[src/hw/rtl/brc_pkg.sv]
// shared types, widths and constants for the barometer reading compensation core
package brc_pkg;

    localparam int RAW_W   = 24;
    localparam int COEF_W  = 16;
    localparam int TEMP_W  = 19;  // first-order temperature, centi-degrees
    localparam int TCOR_W  = 20;  // second-order corrected temperature
    localparam int OFF_W   = 36;  // first-order offset
    localparam int SENS_W  = 35;  // first-order sensitivity
    localparam int OFFC_W  = 40;  // corrected offset
    localparam int SENSC_W = 39;  // corrected sensitivity
    localparam int T2LO_W  = 17;
    localparam int T2HI_W  = 13;
    localparam int SQ_W    = 36;

    localparam int TOUT_W  = 15;
    localparam int POUT_W  = 17;

    localparam logic signed [TEMP_W-1:0] TEMP_REF       = 19'sd2000;
    localparam logic signed [TEMP_W-1:0] TEMP_VERY_LOW  = -19'sd1500;

    localparam logic signed [TCOR_W-1:0] TEMP_MIN_CENTI = -20'sd4000;
    localparam logic signed [TCOR_W-1:0] TEMP_MAX_CENTI = 20'sd8500;
    localparam logic signed [28:0]       PRES_MIN_CENTI = 29'sd1000;
    localparam logic signed [28:0]       PRES_MAX_CENTI = 29'sd120000;

    typedef enum logic [2:0] {
        CFG_C1 = 3'd0,
        CFG_C2 = 3'd1,
        CFG_C3 = 3'd2,
        CFG_C4 = 3'd3,
        CFG_C5 = 3'd4,
        CFG_C6 = 3'd5
    } cfg_idx_t;

    typedef struct packed {
        logic [COEF_W-1:0] c1;
        logic [COEF_W-1:0] c2;
        logic [COEF_W-1:0] c3;
        logic [COEF_W-1:0] c4;
        logic [COEF_W-1:0] c5;
        logic [COEF_W-1:0] c6;
    } cal_t;

    typedef struct packed {
        logic [RAW_W-1:0]          d1;
        logic signed [TEMP_W-1:0]  temp;
        logic signed [OFF_W-1:0]   off;
        logic signed [SENS_W-1:0]  sens;
        logic [T2LO_W-1:0]         t2lo;
        logic [T2HI_W-1:0]         t2hi;
    } first_t;

    typedef struct packed {
        logic [RAW_W-1:0]           d1;
        logic signed [TCOR_W-1:0]   tcorr;
        logic signed [OFFC_W-1:0]   off_c;
        logic signed [SENSC_W-1:0]  sens_c;
    } second_t;

endpackage

[src/hw/rtl/brc_pres.sv]
// pressure stages: split product, offset subtract, saturation and output register
module brc_pres (
    input  logic                               clk,
    input  logic                               rst_n,
    input  logic                               in_valid,
    output logic                               in_ready,
    input  brc_pkg::second_t                   in_word,
    output logic                               out_valid,
    input  logic                               out_ready,
    output logic signed [brc_pkg::TOUT_W-1:0]  temperature_centi,
    output logic [brc_pkg::POUT_W-1:0]         pressure_centi_mbar,
    output logic                               out_of_range
);

    logic vld_f_reg, vld_g_reg, vld_h_reg;
    logic en_f, en_g, en_h;

    // stage f: two partial products of d1 * sens
    logic [43:0]                         pl_f_reg, pl_next;
    logic signed [43:0]                  ph_f_reg, ph_next;
    logic signed [brc_pkg::TCOR_W-1:0]   tcorr_f_reg, tcorr_g_reg;
    logic signed [brc_pkg::OFFC_W-1:0]   off_f_reg, off_g_reg;

    // stage g
    logic signed [63:0]                  prod;
    logic signed [63:0]                  prod_sh;
    logic signed [42:0]                  psh_g_reg;

    // stage h
    logic signed [43:0]                  x;
    logic signed [43:0]                  x_sh;
    logic signed [28:0]                  p;
    logic signed [brc_pkg::TCOR_W-1:0]   t_sat;
    logic signed [28:0]                  p_sat;
    logic                                t_clamp, p_clamp;
    logic signed [brc_pkg::TOUT_W-1:0]   tout_h_reg;
    logic [brc_pkg::POUT_W-1:0]          pout_h_reg;
    logic                                oor_h_reg;

    assign en_h     = ~vld_h_reg | out_ready;
    assign en_g     = ~vld_g_reg | en_h;
    assign en_f     = ~vld_f_reg | en_g;
    assign in_ready = en_f;

    always_ff @(posedge clk or negedge rst_n)
    begin
        if (!rst_n)
        begin
            vld_f_reg <= 1'b0;
            vld_g_reg <= 1'b0;
            vld_h_reg <= 1'b0;
        end
        else
        begin
            if (en_f)
                vld_f_reg <= in_valid;
            if (en_g)
                vld_g_reg <= vld_f_reg;
            if (en_h)
                vld_h_reg <= vld_g_reg;
        end
    end

    // low 20 bits unsigned, upper 19 bits carry the sign
    assign pl_next = {20'h00000, in_word.d1} * {24'h000000, in_word.sens_c[19:0]};
    assign ph_next = $signed({1'b0, in_word.d1}) * $signed(in_word.sens_c[38:20]);

    assign prod    = $signed({ph_f_reg, 20'h00000}) + $signed({20'h00000, pl_f_reg});
    assign prod_sh = prod >>> 21;

    assign x    = $signed({psh_g_reg[42], psh_g_reg})
                - $signed({{4{off_g_reg[brc_pkg::OFFC_W-1]}}, off_g_reg});
    assign x_sh = x >>> 15;
    assign p    = x_sh[28:0];

    always_comb
    begin
        t_sat   = tcorr_g_reg;
        t_clamp = 1'b0;
        if (tcorr_g_reg < brc_pkg::TEMP_MIN_CENTI)
        begin
            t_sat   = brc_pkg::TEMP_MIN_CENTI;
            t_clamp = 1'b1;
        end
        else if (tcorr_g_reg > brc_pkg::TEMP_MAX_CENTI)
        begin
            t_sat   = brc_pkg::TEMP_MAX_CENTI;
            t_clamp = 1'b1;
        end
        p_sat   = p;
        p_clamp = 1'b0;
        if (p < brc_pkg::PRES_MIN_CENTI)
        begin
            p_sat   = brc_pkg::PRES_MIN_CENTI;
            p_clamp = 1'b1;
        end
        else if (p > brc_pkg::PRES_MAX_CENTI)
        begin
            p_sat   = brc_pkg::PRES_MAX_CENTI;
            p_clamp = 1'b1;
        end
    end

    always_ff @(posedge clk)
    begin
        if (en_f)
        begin
            pl_f_reg    <= pl_next;
            ph_f_reg    <= ph_next;
            tcorr_f_reg <= in_word.tcorr;
            off_f_reg   <= in_word.off_c;
        end
        if (en_g)
        begin
            psh_g_reg   <= prod_sh[42:0];
            tcorr_g_reg <= tcorr_f_reg;
            off_g_reg   <= off_f_reg;
        end
        if (en_h)
        begin
            tout_h_reg <= t_sat[brc_pkg::TOUT_W-1:0];
            pout_h_reg <= p_sat[brc_pkg::POUT_W-1:0];
            oor_h_reg  <= t_clamp | p_clamp;
        end
    end

    assign out_valid           = vld_h_reg;
    assign temperature_centi   = tout_h_reg;
    assign pressure_centi_mbar = pout_h_reg;
    assign out_of_range        = oor_h_reg;

endmodule

[config.mk]
export PLATFORM = sky130hd
export DESIGN_NAME = brc_pres
export DESIGN_NICKNAME = d
export VERILOG_FILES = /design/src/hw/rtl/brc_pkg.sv /design/src/hw/rtl/brc_pres.sv
export SDC_FILE = /design/constraint.sdc
export NUM_CORES = 2
export LEC_CHECK = 0
export CAP_MARGIN = 20
export CORE_MARGIN = 1
export CORE_UTILIZATION = 25
export DETAILED_ROUTE_END_ITERATION = 8
export DONT_BUFFER_PORTS = 1
export RECOVER_POWER = 50
export SYNTH_ARGS = -nofsm -noshare
export SYNTH_HDL_FRONTEND = slang
export SYNTH_SLANG_ARGS = --single-unit
export TNS_END_PERCENT = 5
[constraint.sdc]
create_clock -name clk -period 10.5 [get_ports clk]
set_clock_uncertainty 0.2 [all_clocks]
set_input_delay 2.1 -clock clk [delete_from_list [all_inputs] [get_ports clk]]
set_output_delay 2.1 -clock clk [all_outputs]
set_load 0.005 [all_outputs]
## Word level (Yosys, flattened, before mapping)

Cells that the tools add are included.

| storage, ports and cells | value |
|---|---|
| bits in registers | 287 |
| bits in latches | 0 |
| memory bits (writable) | 0 |
| bits in read-only memories | 0 |
| bits of input ports | 127 |
| output and inout port bits | 35 |
| word-level logic and storage cells | 38 |
| memories | 0 |

| cells by class | value |
|---|---|
| add/subtract/negate cells | 2 |
| multiply operators | 2 |
| divide/modulo/power cells | 0 |
| order comparisons | 4 |
| equal/unequal tests | 0 |
| shift operators | 0 |
| mux-type cells | 6 |
| bitwise operators | 7 |
| reduce and logical (&&, ||, !) cells | 2 |

Operators with widths:

| kind | number |
|---|---|
| adder 64 x 45 -> 64 bit | 1 |
| multiplier 24 x 20 -> 44 bit | 1 |
| multiplier 25 x 19 -> 44 bit | 1 |
| subtractor 43 x 40 -> 44 bit | 1 |
| greater-than comparator 29 x 18 -> 1 bit, second input constant | 1 |
| less-than comparator 29 x 11 -> 1 bit, second input constant | 1 |
| greater-than comparator 20 x 15 -> 1 bit, second input constant | 1 |
| less-than comparator 20 x 13 -> 1 bit, second input constant | 1 |
| two-way mux 17 bit | 1 |
| two-way mux 15 bit | 1 |
| two-way mux 1 bit | 4 |
| OR 1 bit | 4 |
| OR reduction 2 bit | 2 |
| NOT 1 bit | 3 |

## Depth between registers and ports, before layout

| depth | value |
|---|---|
| depth in word-level cells | 5 |
| mapped depth | 28 |
| depth with buffers taken out | 26 |

## Worst setup path after synthesis

No wires, ideal clock.

| timing path | value |
|---|---|
| path kind | input to register |
| from | in in_word[106] in the netlist's numbering |
| to | reg pl_f_reg[43], data pin |
| library setup time | 0.259 ns |
| arrival | 8.493 ns |
| required time | 10.041 ns |
| path slack | 1.548 ns |
| stages on the path | 25 |
| cells stage by stage | clkbuf_1 -> clkbuf_1 -> nand2_1 -> fa_1 -> inv_1 -> fa_1 -> inv_1 -> fa_1 -> inv_1 -> fa_1 -> fa_1 -> fa_1 -> inv_1 -> fa_1 -> inv_1 -> ha_1 -> a21o_1 -> a211oi_1 -> o21ai_0 -> and3_1 -> a2111oi_2 -> a211oi_1 -> o41ai_2 -> nor2_1 -> a211o_1 |

| between the ends | value |
|---|---|
| word-level cells in the longest chain between the ends | 1 |

RTL lines:

| item | RTL line | source |
|---|---|---|
| start, declared | brc_pres.sv:7 | `input brc_pkg::second_t in_word,` |
| multiplier 24 x 20 -> 44 bit | brc_pres.sv:65 | `assign pl_next = {20'h00000, in_word.d1} * {24'h000000, in_word.sens_c[19:0]};` |
| named net pl_next[43] | brc_pres.sv:19 | `logic [43:0] pl_f_reg, pl_next;` |
| end signal, assigned | brc_pres.sv:108 | `pl_f_reg <= pl_next;` |
| end, declared | brc_pres.sv:19 |  |

The timed path passes the listed nets, and every way through them passes these cells.
A chain may end at the register's enable or synchronous reset.

## Final worst setup path

| timing path | value |
|---|---|
| from | in in_word[113] in the netlist's numbering |
| to | reg ph_f_reg[42], data pin |

| between the ends | value |
|---|---|
| word-level cells in the longest chain between the ends | 1 |

RTL lines:

| item | RTL line | source |
|---|---|---|
| multiplier 25 x 19 -> 44 bit | brc_pres.sv:66 | `assign ph_next = $signed({1'b0, in_word.d1}) * $signed(in_word.sens_c[38:20]);` |
| named net ph_next[42] | brc_pres.sv:20 | `logic signed [43:0] ph_f_reg, ph_next;` |
| end signal, assigned | brc_pres.sv:109 | `ph_f_reg <= ph_next;` |
| end, declared | brc_pres.sv:20 |  |

The timed path passes the listed nets, and every way through them passes these cells.

==> reports/qor.yml <==
core_um2: 170000
viasPerCell: 4.54
final_nets: 5477
synth_top_family_by_area: "adder cells"
initial_core_util_pct: 25.3
grt_use_met3_pct: 2.27
dieWidth_um: 416
rr_worst_depth: 3
hpwlAfterDp_mm: 88.3
fillers: 17700
area_growth_syn_to_layout_pct: 7.19
synth-compound-area-share_pct: 6.98
routed-via-count: 29200
portBuffers: 0
drc: 0
yosys_most_used_dff: "edfxtp_1"
worst_pin_slew_ps: 3670
grt_pass1_vias: 31300
finalMaxSlewViolations: 133
dieArea_um2: 173000
pre_cts_ws_ps: 1270
synthSimpleGateAreaFrac_pct: 15.4
holdBufCountCts: 0
status: "finished with violations"
ios: 162
grt-ovfl-total: 0
drive_above_1_share_pct: 1.85
clock_sink_count: 267
grt_start_max_net_pins: 72
path_clk_slew_ps: 60
relSlewSlack_pct: -144
numCtsBuffers: 31
hold_violations: 0
grt_antenna_before_repair: 30
hold_path_depth: 0
synth_cell_types: 90
htreeDepth: 1
synth_fa_ha_area_share_pct: 47.1
syn_avg_cell_area_um2: 9.86
cap_violations: 3
post_cts_resized: 0
setup_ws_ps: 1790
first_pass_iters: 6
die_h_um: 416
track_usage_pct: 13.0
utilization_pct: 27.1
grt_util_met2_pct: 22.5
ys_seq_area_share_pct: 18.7
largest_register_ffs: 44
synth_xor_area_share_pct: 2.35
start_kind: "input pin"
muxShareOfSynthArea_pct: 0.140
cts_root_buffer: "clkbuf_16"
syn_nets: 5632
grt_busiest_layer: "met2"
crit_fanout: 39
synth_edf_count: 264
cts_tree: "yes"
gp_congestion: 0.863
crit_type: "in2reg"
fin_tns_setup_ps: 0
ys_ff_latch: 267
clk_latency_ps: 600
hold_slack_ps: 199
yosys_warnings: 0
rsz0062_at_grt: "false"
n_antenna_cell: 0
synth_cells: 4351
drt_wl_total_mm: 112
min_period_ps: 8710
arrival_ps: 8830
ant_nets: 0
clk_path_buf_depth: 3
fmax_mhz: 115
synth_area_um2: 42900
drt_iter0_markers: 1631
ys_async_sr_fraction_pct: 1.12
worstPathRequired_ps: 10620
grt_pass1_wl_mm: 178
post_cts.repair.setup_buffers: 0
hold_path_class: "reg2reg"
routedWlPerCell_um: 17.4
endpoint_kind: "register"
violations: "max-capacitance violations, max-slew violations"
rows: 151
grt_util_met1_pct: 17.0
finalSetupViolCount: 0
period_share_pct: 83.0
==> stage by stage <==
step	area, um2	std cells
floorplan	42900	4351
global placement	45000	6381
detailed placement	45000	6381
CTS	46000	6438
global route	46000	6438
finish	46000	6438
==> cell type report <==
class / instances / area (um2) / share of cell area, %
Tap cell: 2218 / 2780 / 6.04
Clock buffer: 37 / 798 / 1.74
Clock inverter: 20 / 221 / 0.482
Sequential cell: 267 / 8000 / 17.4
Inverter: 879 / 3300 / 7.18
Timing Repair Buffer: 5 / 26.3 / 0.0571
Multi-Input combinational cell: 3012 / 30900 / 67.1
==> metal layers <==
| metal | part of all wire (%) | vias to the layer above | wire [um] |
|---|---|---|---|
| met5 | 0.067 | - | 75 |
| met4 | 2.1 | 12 | 2360 |
| met3 | 6.4 | 179 | 7160 |
| met2 | 48 | 847 | 53600 |
| met1 | 44 | 14900 | 48900 |
| li1 | - | 13200 | - |
==> final timing paths <==
path                       slack [ps]            to          from
max                              1790  ph_f_reg[42]  in_word[113]
min                               200  off_g_reg[9]  off_f_reg[9]
max reg2reg                      5560  pl_f_reg[39]     out_valid
min reg2reg                       200  off_g_reg[9]  off_f_reg[9]
max in group asynchronous        9050     vld_g_reg         rst_n
min in group asynchronous         990     vld_f_reg         rst_n
==> Yosys cell counts, types with 10 or more instances <==
cell | count | area share (%)
nand3_1 | 27 | 0.32
nand2b_1 | 25 | 0.36
clkbuf_1 | 179 | 1.6
a21oi_1 | 118 | 1.4
xor2_1 | 42 | 0.86
o21ai_0 | 77 | 0.90
o21bai_1 | 21 | 0.37
nor2b_1 | 27 | 0.39
nand4_1 | 21 | 0.31
o21a_1 | 20 | 0.35
nor2_1 | 67 | 0.59
xnor2_1 | 73 | 1.5
and4_1 | 12 | 0.25
o211ai_1 | 13 | 0.23
and2_1 | 482 | 7.0
nor3_1 | 19 | 0.22
buf_1 | 10 | 0.088
and3_1 | 30 | 0.44
edfxtp_1 | 264 | 18
ha_1 | 389 | 11
a31oi_1 | 19 | 0.28
o21ai_1 | 11 | 0.13
a211oi_1 | 11 | 0.19
inv_1 | 879 | 7.7
nand2_1 | 543 | 4.8
fa_1 | 765 | 36
a21o_1 | 67 | 1.2
==> cell families (layout without fill, tap and decap cells) <==
logic type / Yosys count / in the layout
compound gates: 445 / 445
xor+xnor: 115 / 115
simple gates: 1292 / 1292
mux: 6 / 6
flops: 267 / 267
fa+ha+maj: 1154 / 1154
buf+inv: 1072 / 941
==> critical path, stage by stage <==
cell	delay (ps)
and2_1	180
fa_1	500
fa_1	520
inv_1	50
fa_1	480
inv_1	50
fa_1	500
fa_1	580
fa_1	430
ha_1	300
ha_1	350
a21o_1	190
a21oi_1	150
o22ai_1	100
a311oi_1	610
o21ai_0	320
a21oi_1	540
a21oi_1	230
a41oi_1	340
o31ai_1	110
xor2_1	140
==> cell usage in the layout, fill, tap and decap left out, drive strengths merged, types with 26 or more instances in the layout <==
master | Yosys | layout
edfxtp | 264 | 264
nor2b | 27 | 27
o21ai | 88 | 88
nor2 | 67 | 67
and3 | 31 | 31
nand2b | 26 | 26
a21oi | 120 | 120
nand3 | 27 | 27
fa | 765 | 765
clkbuf | 179 | 40
and2 | 482 | 482
xnor2 | 73 | 73
a21o | 67 | 67
ha | 389 | 389
inv | 879 | 881
nand2 | 544 | 544
xor2 | 42 | 42
Power is left out: the tool's default activity adds up to more than one toggle a clock period on the data nets, which glitch-free logic cannot reach.
