**src/hw/rtl/brc_pkg.sv**
```systemverilog
// shared types, widths and constants for the barometer reading compensation core
package brc_pkg;

    localparam int RAW_W   = 24;
    localparam int COEF_W  = 16;
    localparam int TEMP_W  = 19;  // first-order temperature, centi-degrees
    localparam int TCOR_W  = 20;  // second-order corrected temperature
    localparam int OFF_W   = 36;  // first-order offset
    localparam int SENS_W  = 35;  // first-order sensitivity
    localparam int OFFC_W  = 40;  // corrected offset
    localparam int SENSC_W = 39;  // corrected sensitivity
    localparam int T2LO_W  = 17;
    localparam int T2HI_W  = 13;
    localparam int SQ_W    = 36;

    localparam int TOUT_W  = 15;
    localparam int POUT_W  = 17;

    localparam logic signed [TEMP_W-1:0] TEMP_REF       = 19'sd2000;
    localparam logic signed [TEMP_W-1:0] TEMP_VERY_LOW  = -19'sd1500;

    localparam logic signed [TCOR_W-1:0] TEMP_MIN_CENTI = -20'sd4000;
    localparam logic signed [TCOR_W-1:0] TEMP_MAX_CENTI = 20'sd8500;
    localparam logic signed [28:0]       PRES_MIN_CENTI = 29'sd1000;
    localparam logic signed [28:0]       PRES_MAX_CENTI = 29'sd120000;

    typedef enum logic [2:0] {
        CFG_C1 = 3'd0,
        CFG_C2 = 3'd1,
        CFG_C3 = 3'd2,
        CFG_C4 = 3'd3,
        CFG_C5 = 3'd4,
        CFG_C6 = 3'd5
    } cfg_idx_t;

    typedef struct packed {
        logic [COEF_W-1:0] c1;
        logic [COEF_W-1:0] c2;
        logic [COEF_W-1:0] c3;
        logic [COEF_W-1:0] c4;
        logic [COEF_W-1:0] c5;
        logic [COEF_W-1:0] c6;
    } cal_t;

    typedef struct packed {
        logic [RAW_W-1:0]          d1;
        logic signed [TEMP_W-1:0]  temp;
        logic signed [OFF_W-1:0]   off;
        logic signed [SENS_W-1:0]  sens;
        logic [T2LO_W-1:0]         t2lo;
        logic [T2HI_W-1:0]         t2hi;
    } first_t;

    typedef struct packed {
        logic [RAW_W-1:0]           d1;
        logic signed [TCOR_W-1:0]   tcorr;
        logic signed [OFFC_W-1:0]   off_c;
        logic signed [SENSC_W-1:0]  sens_c;
    } second_t;

endpackage

```
**src/hw/rtl/brc_second.sv**
```systemverilog
// second-order stages: low / very-low / high temperature corrections
module brc_second (
    input  logic              clk,
    input  logic              rst_n,
    input  logic              in_valid,
    output logic              in_ready,
    input  brc_pkg::first_t   in_word,
    output logic              out_valid,
    input  logic              out_ready,
    output brc_pkg::second_t  out_word
);

    logic vld_d_reg, vld_e_reg;
    logic en_d, en_e;

    // stage d
    logic [brc_pkg::RAW_W-1:0]          d1_d_reg;
    logic signed [brc_pkg::OFF_W-1:0]   off_d_reg;
    logic signed [brc_pkg::SENS_W-1:0]  sens_d_reg;
    logic signed [brc_pkg::TCOR_W-1:0]  tcorr_d_reg, tcorr_next;
    logic [brc_pkg::SQ_W-1:0]           sq_d_reg, sq2_d_reg;
    logic                               low_d_reg, vlow_d_reg, low_next, vlow_next;
    logic signed [brc_pkg::TCOR_W-1:0]  temp_ext, dlow, dvl;
    logic signed [39:0]                 sq_full, sq2_full;
    logic [brc_pkg::TCOR_W-1:0]         t2_sel;

    // stage e
    brc_pkg::second_t                   out_e_reg, out_next;
    logic [41:0]                        off2_lo, off2_vl, off2;
    logic [40:0]                        sens2_lo, sens2_vl, sens2;
    logic signed [43:0]                 off_diff;
    logic signed [42:0]                 sens_diff;

    assign en_e     = ~vld_e_reg | out_ready;
    assign en_d     = ~vld_d_reg | en_e;
    assign in_ready = en_d;

    always_ff @(posedge clk or negedge rst_n)
    begin
        if (!rst_n)
        begin
            vld_d_reg <= 1'b0;
            vld_e_reg <= 1'b0;
        end
        else
        begin
            if (en_d)
                vld_d_reg <= in_valid;
            if (en_e)
                vld_e_reg <= vld_d_reg;
        end
    end

    assign temp_ext  = {in_word.temp[brc_pkg::TEMP_W-1], in_word.temp};
    assign dlow      = temp_ext - 20'sd2000;
    assign dvl       = temp_ext + 20'sd1500;
    assign sq_full   = dlow * dlow;
    assign sq2_full  = dvl * dvl;
    assign low_next  = in_word.temp < brc_pkg::TEMP_REF;
    assign vlow_next = in_word.temp < brc_pkg::TEMP_VERY_LOW;
    assign t2_sel    = low_next ? {3'b000, in_word.t2lo} : {7'h00, in_word.t2hi};
    assign tcorr_next = temp_ext - $signed(t2_sel);

    // constant multiplies reduce to shift-add
    assign off2_lo  = ({6'h00, sq_d_reg} * 42'd61) >> 4;
    assign off2_vl  = {6'h00, sq2_d_reg} * 42'd17;
    assign sens2_lo = ({5'h00, sq_d_reg} * 41'd29) >> 4;
    assign sens2_vl = {5'h00, sq2_d_reg} * 41'd9;

    always_comb
    begin
        off2  = '0;
        sens2 = '0;
        if (low_d_reg)
        begin
            off2  = off2_lo;
            sens2 = sens2_lo;
            if (vlow_d_reg)
            begin
                off2  = off2_lo + off2_vl;
                sens2 = sens2_lo + sens2_vl;
            end
        end
        off_diff  = $signed({{8{off_d_reg[brc_pkg::OFF_W-1]}}, off_d_reg})
                  - $signed({2'b00, off2});
        sens_diff = $signed({{8{sens_d_reg[brc_pkg::SENS_W-1]}}, sens_d_reg})
                  - $signed({2'b00, sens2});
        out_next.d1     = d1_d_reg;
        out_next.tcorr  = tcorr_d_reg;
        out_next.off_c  = off_diff[brc_pkg::OFFC_W-1:0];
        out_next.sens_c = sens_diff[brc_pkg::SENSC_W-1:0];
    end

    always_ff @(posedge clk)
    begin
        if (en_d)
        begin
            d1_d_reg    <= in_word.d1;
            off_d_reg   <= in_word.off;
            sens_d_reg  <= in_word.sens;
            tcorr_d_reg <= tcorr_next;
            sq_d_reg    <= sq_full[brc_pkg::SQ_W-1:0];
            sq2_d_reg   <= sq2_full[brc_pkg::SQ_W-1:0];
            low_d_reg   <= low_next;
            vlow_d_reg  <= vlow_next;
        end
        if (en_e)
            out_e_reg <= out_next;
    end

    assign out_valid = vld_e_reg;
    assign out_word  = out_e_reg;

endmodule

```
**config.mk**
```make
export PLATFORM = sky130hd
export DESIGN_NAME = brc_second
export DESIGN_NICKNAME = d
export VERILOG_FILES = /design/src/hw/rtl/brc_pkg.sv /design/src/hw/rtl/brc_second.sv
export SDC_FILE = /design/constraint.sdc
export NUM_CORES = 2
export LEC_CHECK = 0
export BUFFER_PORTS_ARGS = -buffer_cell sky130_fd_sc_hd__buf_2
export CORE_MARGIN = 1.5
export CORE_UTILIZATION = 25
export CTS_BUF_LIST = sky130_fd_sc_hd__clkbuf_8
export CTS_CLUSTER_SIZE = 10
export DETAILED_ROUTE_END_ITERATION = 16
export GPL_ROUTABILITY_DRIVEN = 0
export PLACE_DENSITY_LB_ADDON = 0.25
export SLEW_MARGIN = 5
export SYNTH_ARGS = -nofsm -noshare
export SYNTH_HDL_FRONTEND = slang
export SYNTH_SLANG_ARGS = --single-unit
```
**constraint.sdc**
```tcl
create_clock -name clk -period 12.4 [get_ports clk]
set_input_delay 1.24 -clock clk [delete_from_list [all_inputs] [get_ports clk]]
set_output_delay 1.24 -clock clk [all_outputs]
set_load 0.05 [all_outputs]
```
# [After elaboration in Yosys (flattened, before gate mapping)]
# Index checks and enable logic that the tools add are counted.
[totals] word_cells=38 in_bits=148 out_inout_bits=125 reg_bits=314
[op_classes] bitwise=4 addsub=7 n_mux=5 order_cmp=2 mul=6
[op_table] cell="$mux 40" count=2
[op_table] cell="$mux 39" count=2
[op_table] cell="$mul 20x20->36" count=2
[op_table] cell="$mul 36x6->42 const B" count=1
[op_table] cell="$mul 36x5->41 const B" count=1
[op_table] cell="$add 38x40->40" count=1
[op_table] cell="$mul 36x5->40 const B" count=1
[op_table] cell="$sub 36x40->40" count=1
[op_table] cell="$add 37x39->39" count=1
[op_table] cell="$mul 36x4->39 const B" count=1
[op_table] cell="$sub 35x39->39" count=1
[op_table] cell="$lt 19x12->1 const B" count=2
[op_table] cell="$add 19x12->20 const B" count=1
[op_table] cell="$sub 19x12->20 const B" count=1
[op_table] cell="$sub 19x18->20" count=1
[op_table] cell="$mux 17" count=1
[op_table] cell="$not 1->1" count=2
[op_table] cell="$or 1x1->1" count=2

# [Longest topological paths before layout]
[depth] depth_word=5 ltp_mapped=42 depth_no_buf=42

# [Worst setup path before layout]
# No wires, ideal clock.
[synth_timing] path_kind="in2reg" start="input in_word[105] (netlist bit)" end="register sq_d_reg[35] (netlist bit) (data pin)" required_time_ns=12.140 path_slack_ns=2.315 n_path_buf=3 setup_time_ns=0.260 stages=35 t_arrival_ns=9.825 path_cell_list="clkbuf_1 > inv_1 > clkbuf_1 > ha_1 > inv_1 > and3_1 > and3_1 > a2111oi_1 > nand2_1 > xnor2_1 > inv_1 > clkbuf_1 > nor2_1 > fa_1 > fa_1 > inv_1 > fa_1 > inv_1 > fa_1 > inv_1 > fa_1 > inv_1 > fa_1 > fa_1 > ha_1 > o21a_1 > o211ai_1 > o22a_1 > o31ai_1 > a21oi_1 > o21ai_0 > o41ai_1 > o2111ai_1 > a21oi_1 > xnor2_1"
[synth_via] elab_chain_cells=2
[synth_lines] element="from (decl)" line_no="brc_second.sv:7" source="input brc_pkg::first_t in_word,"
[synth_lines] element="$sub 19x12->20" line_no="brc_second.sv:55" source="assign dlow = temp_ext - 20'sd2000;"
[synth_lines] element="$mul 20x20->36" line_no="brc_second.sv:57" source="assign sq_full = dlow * dlow;"
[synth_lines] element="net sq_full[35]" line_no="brc_second.sv:24" source="logic signed [39:0] sq_full, sq2_full;"
[synth_lines] element="to (signal assigned)" line_no="brc_second.sv:102" source="sq_d_reg <= sq_full[brc_pkg::SQ_W-1:0];"
[synth_lines] element="to (decl)" line_no="brc_second.sv:21" source="logic [brc_pkg::SQ_W-1:0] sq_d_reg, sq2_d_reg;"
# The timed path passes the listed nets, and every way through them passes these cells.
# A chain may end at the register's enable or synchronous reset.

# [Worst setup path in the final report]
[layout_timing] start="register sq2_d_reg[2] (netlist bit)" end="register out_e_reg, in the netlist out_word[77] (data pin)"
[layout_via] elab_chain_cells=5
[layout_lines] element="from (decl)" line_no="brc_second.sv:21"
[layout_lines] element="from (signal assigned)" line_no="brc_second.sv:103" source="sq2_d_reg <= sq2_full[brc_pkg::SQ_W-1:0];"
[layout_lines] element="$mul 36x5->40" line_no="brc_second.sv:66" source="assign off2_vl = {6'h00, sq2_d_reg} * 42'd17;"
[layout_lines] element="$add 38x40->40" line_no="brc_second.sv:80" source="off2 = off2_lo + off2_vl;"
[layout_lines] element="$mux 40" line_no="brc_second.sv:78" source="if (vlow_d_reg)"
[layout_lines] element="$mux 40" line_no="brc_second.sv:74" source="if (low_d_reg)"
[layout_lines] element="$sub 36x40->40" line_no="brc_second.sv:85" source="- $signed({2'b00, off2});"
[layout_lines] element="net off_diff[38]" line_no="brc_second.sv:31" source="logic signed [43:0] off_diff;"
[layout_lines] element="to (signal assigned)" line_no="brc_second.sv:108" source="out_e_reg <= out_next;"
[layout_lines] element="to (decl)" line_no="brc_second.sv:28" source="brc_pkg::second_t out_e_reg, out_next;"
# The timed path passes the listed nets, and every way through them passes these cells.

==> metrics.md <==
| Metric | Value |
|---|---|
| Tcrit/Tclk final | `0.903` |
| CTS Hold Bufs | `0` |
| Hold Crit Class | `input pin to asynchronous set/reset pin` |
| CTS sink cnt | `310` |
| Die H | `roughly 470 um` |
| Slew Limit Fails | `0` |
| Largest net degree at the start of global routing | `between 80 and 90` |
| Largest register FFs | `roughly 120` |
| 1st-iter DRT viols | `a little over 2k` |
| Endpoints failing hold | `0` |
| Port bufs | `approximately 270` |
| HPWL after DPL | `~120000 um` |
| Layout Cells excl Fill | `about 8.7k` |
| Max incr delay on CP | `just over 1000 ps` |
| Sequential-to-total area share from yosys stat | `0.171` |
| CTS tree | `done` |
| Ys async rst share | `0.00645` |
| Gr usage total | `0.133` |
| # Max-Cap Violations | `0` |
| Die Area | `about 220000 um^2` |
| Drt first pass iters | `6` |
| Seq cells post-synth | `310` |
| Outcome | `completed` |
| Placed cells | `8598` |
| Slew @ Worst Pin | `1140 ps` |
| Placed cell area | `just under 60000 um^2` |
| Largest cells by area after synthesis | `fa_1, edfxtp_1, ha_1` |
| Buf+Inv Stages, Crit Path | `4` |
| GR Overflow Total | `0` |
| Number of CTS-inserted buffers | `just under 60` |
| Top delay family on crit path | `compound AO/OA/AOI/OAI gates` |
| Routed vias | `37.8k` |
| Layout cells sized above 1 | `0.0781` |
| CP max-delay cell | `a2111oi_0` |
| CP Max Fanout | `9` |
| Most frequent cells in the layout | `inv_1, fa_1, ha_1` |
| WL per Instance | `16.8 um` |
| Mapped Area | `about 54000 um^2` |
| Type of origin of the critical path | `flip-flop` |
| Clock Skew | `approximately 74 ps` |
| Initial antenna violation count | `7` |
| Commonest non-fill, non-tap cell in the layout | `inv_1` |
| Critical Path Sink Type | `flip-flop` |
| Synth cell types | `between 80 and 90` |
| Syn Area/Cell | `9.81 um^2` |
| # resized after CTS | `0` |
| Launch point of the worst reg-to-reg path | `sq2_d_reg[2]$_DFFE_PP_` |
| Area grow syn2layout | `11.5%` |
| Worst Path Arrival | `11650 ps` |
| Vias in the first global route | `roughly 40k` |
| Boundary pin count | `approximately 270` |
| Post-synth top area share | `0.333` |
| Critical path's most frequent cell | `ha_1` |
| Most used DFF post-synth | `edfxtp_1` |
| Clock buffer depth | `3` |
| Initial Utilization | `0.252` |
| RSZ-0062 raised after global routing | `false` |
| H-tree levels | `2` |
| Reg clk slew, reported paths | `around 90 ps` |
| Post-synth EDFFs | `roughly 310` |
| Clock Latency Late Sink | `between 700 and 800 ps` |
| Row count | `170` |
| Crit path required time | `~13000 ps` |
| First-pass GRT wire length | `~230000 um` |
| Worst reg2reg endpoint | `out_word[77]$_DFFE_PP_` |
| Worst reg2reg setup slack | `around 1200 ps` |
| Routed Antenna Nets | `0` |
| Area leader, netlist | `fa_1` |
| Post-CTS setup buffer count | `0` |
| Setup TNS | `0 ps` |
| Max frequency | `~89 MHz` |
| Worst rel slew slack | `0.222` |
| Vias per cell | `approximately 4.3` |
| Critical path class | `flip-flop to flip-flop` |
| Die X | `between 400 and 500 um` |
| NumNets Final | `approximately 7.5k` |
| Yosys warns | `0` |
| Syn Inst Count | `between 5k and 6k` |
| WL final | `about 150000 um` |
| Min Clock Period, post-route | `about 11000 ps` |
| DRC | `0` |
| CTS Root Cell | `clkbuf_8` |
| Worst Reg-to-Reg Cells | `37` |
| Core area | `approximately 220000 um^2` |
| Fin area | `around 60000 um^2` |
| Final setup fails | `0` |
cells by family after synthesis:
kind of cell | synth area share
mux | 0.00956
compound gates | 0.101
flops | 0.171
fa+ha+maj | 0.479
other cells | 0.000138
simple gates | 0.0859
xor+xnor | 0.0564
buf+inv | 0.0970
cell usage after synthesis, drive strengths merged, types with 7 or more instances:
master and number:
edfxtp 308, buf 12, a21oi 259, xnor2 243, nand2 363, or3 15
a21o 142, o31ai 10, inv 1296, nand3 51, nor2 363, o2111ai 10
fa 904, clkbuf 88, nand2b 65, a211o 7, o211ai 25, and2 19
mux2i 26, a211oi 27, mux2 23, o21a 44, a21boi 11, o21ai 148
a22oi 7, xor2 104, ha 632, o21bai 51, and3 35, nand4 21
a31oi 18, nor3 42, nor2b 35
per-layer routing:
| metal | part of all wire | GRT usage | up-vias |
|---|---|---|---|
| li1 | - | - | 18257 |
| met1 | 0.50 | 0.193 | 18601 |
| met2 | 0.43 | 0.212 | 818 |
| met3 | 0.047 | 0.0170 | 159 |
| met4 | 0.019 | 0.0277 | 6 |
| met5 | 0.00026 | 0 | - |
layout make-up:
class                      count  area (um^2)
tap                         2838         3550
inverter                    1302         4890
multi-input combinational   3825        39800
fill                       22823       155000
sequential                   310         9300
antenna                        4         10.0
clock buffer                  59          812
timing repair buffer         323         1740
clock inverter                46          462
worst max-delay path by stage:
stage	from	end	slack [ps]	cells past startpoint
6_report	sq2_d_reg[2]$_DFFE_PP_	out_word[77]$_DFFE_PP_	1200	37
5_1_grt	sq2_d_reg[2]$_DFFE_PP_	out_word[77]$_DFFE_PP_	440	37
4_1_cts	sq2_d_reg[2]$_DFFE_PP_	out_word[77]$_DFFE_PP_	1170	37
3_5_place_dp	in_word[105]	sq_d_reg[35]$_DFFE_PP_	1230	35
3_3_place_gp	in_word[105]	sq_d_reg[35]$_DFFE_PP_	1290	35
2_1_floorplan	in_word[105]	sq_d_reg[35]$_DFFE_PP_	2320	35
stage by stage:
step,util,worst slack [ps],hold WS (ps)
2_1_floorplan,-,2320,400
3_3_place_gp,0.275,1290,400
3_5_place_dp,0.275,1230,405
4_1_cts,0.281,1170,215
5_1_grt,0.281,441,236
6_report,0.281,1200,305
Power is not shown: default switching activity piles up to over one toggle a cycle in this logic, so the estimate is an artifact.
